$ cat config.mk
export PLATFORM = sky130hd
export DESIGN_NAME = tlg_cell
export DESIGN_NICKNAME = d
export VERILOG_FILES = /design/src/design/tlg_pkg.sv /design/src/design/tlg_cell.sv
export SDC_FILE = /design/constraint.sdc
export NUM_CORES = 1
export LEC_CHECK = 0
export CAP_MARGIN = 10
export CELL_PAD_IN_SITES_DETAIL_PLACEMENT = 1
export CELL_PAD_IN_SITES_GLOBAL_PLACEMENT = 1
export CORE_UTILIZATION = 41
export DETAILED_ROUTE_END_ITERATION = 12
export DONT_BUFFER_PORTS = 1
export GPL_TIMING_DRIVEN = 0
export PLACE_DENSITY_LB_ADDON = 0.1
export SYNTH_ARGS = -nofsm -noshare
export SYNTH_HDL_FRONTEND = slang
export SYNTH_SLANG_ARGS = --single-unit
export TNS_END_PERCENT = 20
$ cat constraint.sdc
create_clock -name clk -period 3.55 [get_ports clk]
set_input_delay 0.1775 -clock clk [delete_from_list [all_inputs] [get_ports clk]]
set_output_delay 0.1775 -clock clk [all_outputs]
set_load 0.05 [all_outputs]
$ cat src/design/tlg_pkg.sv
`timescale 1ns / 1ps
package tlg_pkg;

    // Grid geometry and field widths
    localparam int MAX_WIDTH  = 64;
    localparam int MAX_HEIGHT = 64;
    localparam int FADE_BITS  = 8;
    localparam int COL_BITS   = $clog2(MAX_WIDTH);
    localparam int ROW_BITS   = $clog2(MAX_HEIGHT);
    localparam int SIZE_BITS  = 7;
    localparam int ADDR_BITS  = ROW_BITS + 1;
    localparam int MEM_DEPTH  = 2 * MAX_HEIGHT;

    // Command codes
    localparam logic [1:0] CMD_WRITE = 2'd0;
    localparam logic [1:0] CMD_STEP  = 2'd1;
    localparam logic [1:0] CMD_READ  = 2'd2;

    // Register indexes
    localparam logic [1:0] REG_WIDTH  = 2'd0;
    localparam logic [1:0] REG_HEIGHT = 2'd1;
    localparam logic [1:0] REG_FADE   = 2'd2;

    typedef enum logic [1:0] {
        ST_CLEAR,
        ST_IDLE,
        ST_STEP
    } state_t;

    // Row-wide masked write into the cell store
    typedef struct packed {
        logic                                en;
        logic [ADDR_BITS-1:0]                addr;
        logic [MAX_WIDTH-1:0]                mask;
        logic [MAX_WIDTH-1:0]                alive;
        logic [MAX_WIDTH-1:0][FADE_BITS-1:0] fade;
    } store_wr_t;

    // Control shared by every column cell
    typedef struct packed {
        logic                 load_up;
        logic                 load_mid;
        logic                 load_dn;
        logic                 row_active;
        logic [FADE_BITS-1:0] fade_steps;
    } cell_ctl_t;

endpackage

$ cat src/design/tlg_cell.sv
`timescale 1ns / 1ps
module tlg_cell
    import tlg_pkg::*;
(
    input  logic                 clk,
    input  cell_ctl_t            ctl,
    input  logic                 col_active,
    input  logic                 alive_in,
    input  logic [FADE_BITS-1:0] fade_in,
    input  logic [2:0]           left_bits,
    input  logic [2:0]           right_bits,
    output logic [2:0]           col_bits,
    output logic                 alive_next,
    output logic [FADE_BITS-1:0] fade_next
);

    logic                 up_reg;
    logic                 mid_reg;
    logic                 dn_reg;
    logic [FADE_BITS-1:0] fade_reg;
    logic [3:0]           count;

    // Capture this column of the three rows around the current one
    always_ff @(posedge clk)
    begin
        if (ctl.load_up)
        begin
            up_reg <= alive_in;
        end
        if (ctl.load_mid)
        begin
            mid_reg  <= alive_in;
            fade_reg <= fade_in;
        end
        if (ctl.load_dn)
        begin
            dn_reg <= alive_in;
        end
    end

    // Hand own column to the neighbours
    assign col_bits = {up_reg, mid_reg, dn_reg};

    // Count live neighbours and apply the rule
    always_comb
    begin
        count = 4'(left_bits[2]) + 4'(left_bits[1]) + 4'(left_bits[0])
              + 4'(right_bits[2]) + 4'(right_bits[1]) + 4'(right_bits[0])
              + 4'(up_reg) + 4'(dn_reg);
        alive_next = mid_reg;
        fade_next  = fade_reg;
        if (ctl.row_active && col_active)
        begin
            if (mid_reg && (count < 4'd2 || count > 4'd3))
            begin
                alive_next = 1'b0;
                fade_next  = ctl.fade_steps;
            end
            else if (!mid_reg && count == 4'd3)
            begin
                alive_next = 1'b1;
                fade_next  = '0;
            end
            else if (fade_reg != '0)
            begin
                fade_next = fade_reg - 1'b1;
            end
        end
    end

endmodule

* Yosys cells after proc, flatten, opt, wreduce, memory -nomap -nowiden
Cells that the tools add are included.
** Storage, ports and cells
- Register bits after elaboration :: 11
- Output and inout port bits :: 12
** Operators by class
- $add $sub $neg :: 8
- Order comparisons :: 2
- Equality and inequality tests :: 1
- Multiplexer cells :: 7
- Reduce and logical (&&, ||, !) cells :: 6
** Operators with widths (number)
- $mux W8 :: 4
- $add A4 B1 Y4 :: 4
- $reduce_bool A8 Y1 :: 1
- $sub A8 B1 Y8 const B :: 1
- $add A3 B1 Y4 :: 1
- $eq A4 B2 Y1 const B :: 1
- $gt A4 B2 Y1 const B :: 1
- $lt A4 B2 Y1 const B :: 1
- $add A2 B1 Y3 :: 1
- $logic_and A1 B1 Y1 :: 3
- $mux W1 :: 3
- $add A1 B1 Y2 :: 1
- $logic_not A1 Y1 :: 1
- $logic_or A1 B1 Y1 :: 1

* Logic depth before layout (Yosys ltp)
- Depth in word-level cells :: 12
- Depth in mapped cells :: 13
- Depth with buffers taken out :: 12

* Least setup slack after synthesis
OpenSTA, ideal clock, no wires.
- Kind :: in2out
- From :: input port left_bits[0]
- To :: output port fade_next[6]
- Arrival :: 4.113 ns
- Slack :: -0.741 ns
- Cell stages on the path :: 13
- Buffers on the path :: 1
- Cells stage by stage :: inv_1 > fa_1 > fa_1 > fa_1 > inv_1 > ha_1 > inv_1 > fa_1 > or3b_1 > o311a_1 > buf_6 > nor2b_1 > o41ai_2
** On the way
- Word-level cells in the longest chain between the ends :: 11
- Elaborated cells on any way between the ends :: 15
- Those cells by class :: 6 x add/sub; 2 x order compare; 1 x eq/ne; 3 x mux; 3 x reduce/logical
** RTL lines
- start: declaration :: line tlg_cell.sv:10 : input logic [2:0] left_bits,
- $add A2 B1 Y3 (*) :: line tlg_cell.sv:47 : count = 4'(left_bits[2]) + 4'(left_bits[1]) + 4'(left_bits[0])
- $add A3 B1 Y4 (*) :: line tlg_cell.sv:48 : + 4'(right_bits[2]) + 4'(right_bits[1]) + 4'(right_bits[0])
- $add A4 B1 Y4 (*) (2 in a row) :: line tlg_cell.sv:48
- $add A4 B1 Y4 (*) (2 in a row) :: line tlg_cell.sv:49 : + 4'(up_reg) + 4'(dn_reg);
- $lt A4 B2 Y1, or another cell as far along :: line tlg_cell.sv:54 : if (mid_reg && (count < 4'd2 || count > 4'd3))
- $logic_or A1 B1 Y1 / $logic_and A1 B1 Y1 (equally long branches) :: line tlg_cell.sv:54, tlg_cell.sv:59
- $logic_and A1 B1 Y1 / $mux W8 (equally long branches) :: line tlg_cell.sv:54, tlg_cell.sv:59
- $mux W8 (*) :: line tlg_cell.sv:54
- $mux W8 (*) :: line tlg_cell.sv:52 : if (ctl.row_active && col_active)
- end: declaration :: line tlg_cell.sv:14 : output logic [FADE_BITS-1:0] fade_next
Every way passes the cells marked *; elsewhere a longest branch is shown, timed or not.

* Worst setup path after layout
- From :: register up_reg
- To :: output port fade_next[6]
** On the way
- Word-level cells in the longest chain between the ends :: 7
- Elaborated cells on any way between the ends :: 11
- Those cells by class :: 2 x add/sub; 2 x order compare; 1 x eq/ne; 3 x mux; 3 x reduce/logical
** RTL lines
- start: declaration :: line tlg_cell.sv:17 : logic up_reg;
- start signal: assignment :: line tlg_cell.sv:28 : up_reg <= alive_in;
- $add A4 B1 Y4 (*) (2 in a row) :: line tlg_cell.sv:49
- $lt A4 B2 Y1, or another cell as far along :: line tlg_cell.sv:54
- $logic_or A1 B1 Y1 / $logic_and A1 B1 Y1 (equally long branches) :: line tlg_cell.sv:54, tlg_cell.sv:59
- $logic_and A1 B1 Y1 / $mux W8 (equally long branches) :: line tlg_cell.sv:54, tlg_cell.sv:59
- $mux W8 (*) :: line tlg_cell.sv:54
- $mux W8 (*) :: line tlg_cell.sv:52
Marked as above.

==> results.ini <==
[die]
die-area_um2=2792
ioPinCount=41
start_util=0.4317
rows=18
die_h_um=52.84
dieWidth_um=52.84
core_um2=2455

[timing]
rsz0062_at_grt=true
worstMarginPinSlew_ns=0.7604
setup_viol=8
hold_viol=0
finalCritPeriodShare=1.125
slew_violations=0
max_freq_ghz=0.2505
slew_headroom=0.4913
fin_ws_ns=-0.4427
period_needed_ns=3.993

[logic_synthesis]
ys_types=40
ys_seq_area_frac=0.3117
synthCells=108
synth-main-ff-cell=edfxtp_1
synth_edf_count=11
yosysWarningCount=0
postSynthAreaPerCell_um2=9.813
synth_area_um2=1060
syn_nets=146
ys_async_sr_fraction=0
synth_seq_cells=11

[pwr]
pwr-share-clk=0.118
swShare=0.4415
p_leak_uw=0.0005672
seqPwrFrac=0.253
switchingPower_uw=297.6
p_comb_frac=0.629
ir_worst_vdd_v=0.0003279
intPower_uw=376.6
power_density_nw_per_um2=478.5

[detailed_routing]
drt_wl_total_mm=2.926
vias=951
wire_per_inst_um=17.95
first_pass_iters=4
ant_nets=0
first_iter_violations=12
detail_route.vias_per_cell=5.834
post-route-drc-count=0

[placed_design]
globalplace.congestion=0.7585
dp_hpwl_mm=1.837
place_ws_ns=-0.6352
place.port_buffers=0
postPlaceCellArea_um2=1115

[layout]
largest_reg_flops=8
drive_gt1_frac=0.3008
diodes=0
final_area_um2=1409
fillers=268
nNetsFinal=172
area_growth_pct=32.94

[grt]
grt_pass1_wl_mm=4.257
grt_pass1_vias=953
grt_usage=0.2142
antenna_found_initial=0
grt_overflow=0
grt_max_degree=11

[critical_path]
cp_max_fo=8
cp.required_ns=3.37
worst_setup_path_end_kind=output pin
crit_type=flop to output pin
crit_arrival_ns=3.82
startpoint_type=flop

[cts]
cts_sinks=11
cts_buffers=3
clk_pin_slew_ns=0.06
clockRootBuffer=clkbuf_4
clockBufferDepth=2
cts_tree=yes
cts-htree-levels=1

[status]
status=finished with violations
violations=negative setup slack

[flow_run]
cap_viol_max_count=0

[hold_path]
hold_class=input port to flop

[per-stage QoR]
step / util / hold slack, ns / power [uW] / setup TNS (ns) / std cells
floorplan: - / 0.2764 / 436.3 / -2.810 / 108
global placement: 0.4541 / 0.2764 / 473.6 / -4.330 / 138
finish: 0.5739 / 0.5418 / 674.2 / -3.125 / 163
global route: 0.5739 / 0.5276 / 717.3 / -4.362 / 163
CTS: 0.5464 / 0.01124 / 640.1 / -3.388 / 158
detailed placement: 0.4541 / 0.2764 / 483.2 / -4.944 / 138
[timing repair]
item,in CTS,in global routing
gates cloned,0,0
resized for setup,21,6
pin swaps,10,9
endpoints found under the setup margin,9,9
setup buffers,7,2
hold endpoints to repair,11,11
hold buffers,9,3
[worst paths after layout]
path	start	to	slack [ns]	cells past startpoint
worst max-delay path	up_reg	fade_next[6]	-0.44	12
worst min-delay path	fade_in[6]	fade_reg[6]	0.54	1
[cell usage in the layout (no fill, tap or decap), types with 2 or more instances in the layout]
cell type,instances
and3_4,2
edfxtp_1,11
dlygate4sd3_1,12
or4_1,3
inv_2,2
mux2i_1,2
inv_1,15
fa_1,3
nand3b_1,2
nand2_1,5
nor2b_4,2
nand4bb_1,2
clkbuf_4,3
nor3_1,2
nor2_1,5
nor4_1,4
ha_1,4
buf_6,2
buf_4,11
or3b_1,2
and2_1,3
a221o_2,6
a21oi_1,2
clkbuf_1,2
[power groups by stage]
stage / logic (uW) / clock network, uW / registers (uW)
floorplan: 269 / 0 / 167
global placement: 302 / 0 / 172
detailed placement: 310 / 0 / 173
CTS: 388 / 82.6 / 170
global route: 454 / 91.0 / 172
finish: 424 / 79.5 / 171
[Yosys cell counts, types with 2 or more instances]
library cell	instances	area share
mux2i_1	2	0.019
a211oi_1	2	0.014
and2_1	3	0.018
ha_1	5	0.059
nor3_1	2	0.0094
a221o_1	6	0.057
nor4_1	4	0.024
nand3b_1	2	0.014
or4_1	3	0.021
fa_1	4	0.076
edfxtp_1	11	0.31
a21oi_1	2	0.0094
buf_4	3	0.021
and3_1	3	0.018
nor2b_1	2	0.012
o31ai_1	2	0.014
nand2_1	5	0.018
or3b_1	2	0.017
nand4bb_1	2	0.021
nor2_1	5	0.018
inv_1	18	0.064
o21ai_0	2	0.0094
[worst max-delay path, stage by stage, from the launching register on]
cell and delay [ns]:
edfxtp_1 0.41, inv_2 0.07, fa_1 0.42, fa_1 0.49
inv_1 0.04, ha_2 0.17, inv_2 0.06, fa_2 0.46
or3b_1 0.39, o311a_1 0.15, buf_6 0.15, nor2b_4 0.13
o41ai_4 0.62
[area by class of cell]
class / count / area [um^2] / area share
timing repair buffer: 21 / 191.4 / 0.1359
sequential: 11 / 330.3 / 0.2345
multi-input combinational: 74 / 710.7 / 0.5044
inverter: 18 / 75.07 / 0.05329
buffer: 5 / 37.54 / 0.02664
clock buffer: 4 / 26.28 / 0.01865
tap: 30 / 37.54 / 0.02664
[cell families after synthesis]
family | after synthesis | share of synthesized area
adders and majority gates | 9 | 0.1346
DFF | 11 | 0.3117
muxes | 3 | 0.02952
buffers and inverters | 23 | 0.09916
AOI/OAI and AO/OA | 23 | 0.1877
and+or+nand+nor | 39 | 0.2373
[per-layer routing]
| layer | track usage | up-vias | part of all wire |
|---|---|---|---|
| met5 | 0 | - | 0 |
| met4 | 0.09211 | 0 | 0.0048 |
| met3 | 0.03478 | 2 | 0.045 |
| met2 | 0.3608 | 29 | 0.50 |
| met1 | 0.2665 | 467 | 0.45 |
| li1 | - | 453 | - |
No activity file was read; power rests on OpenSTA's default activity.
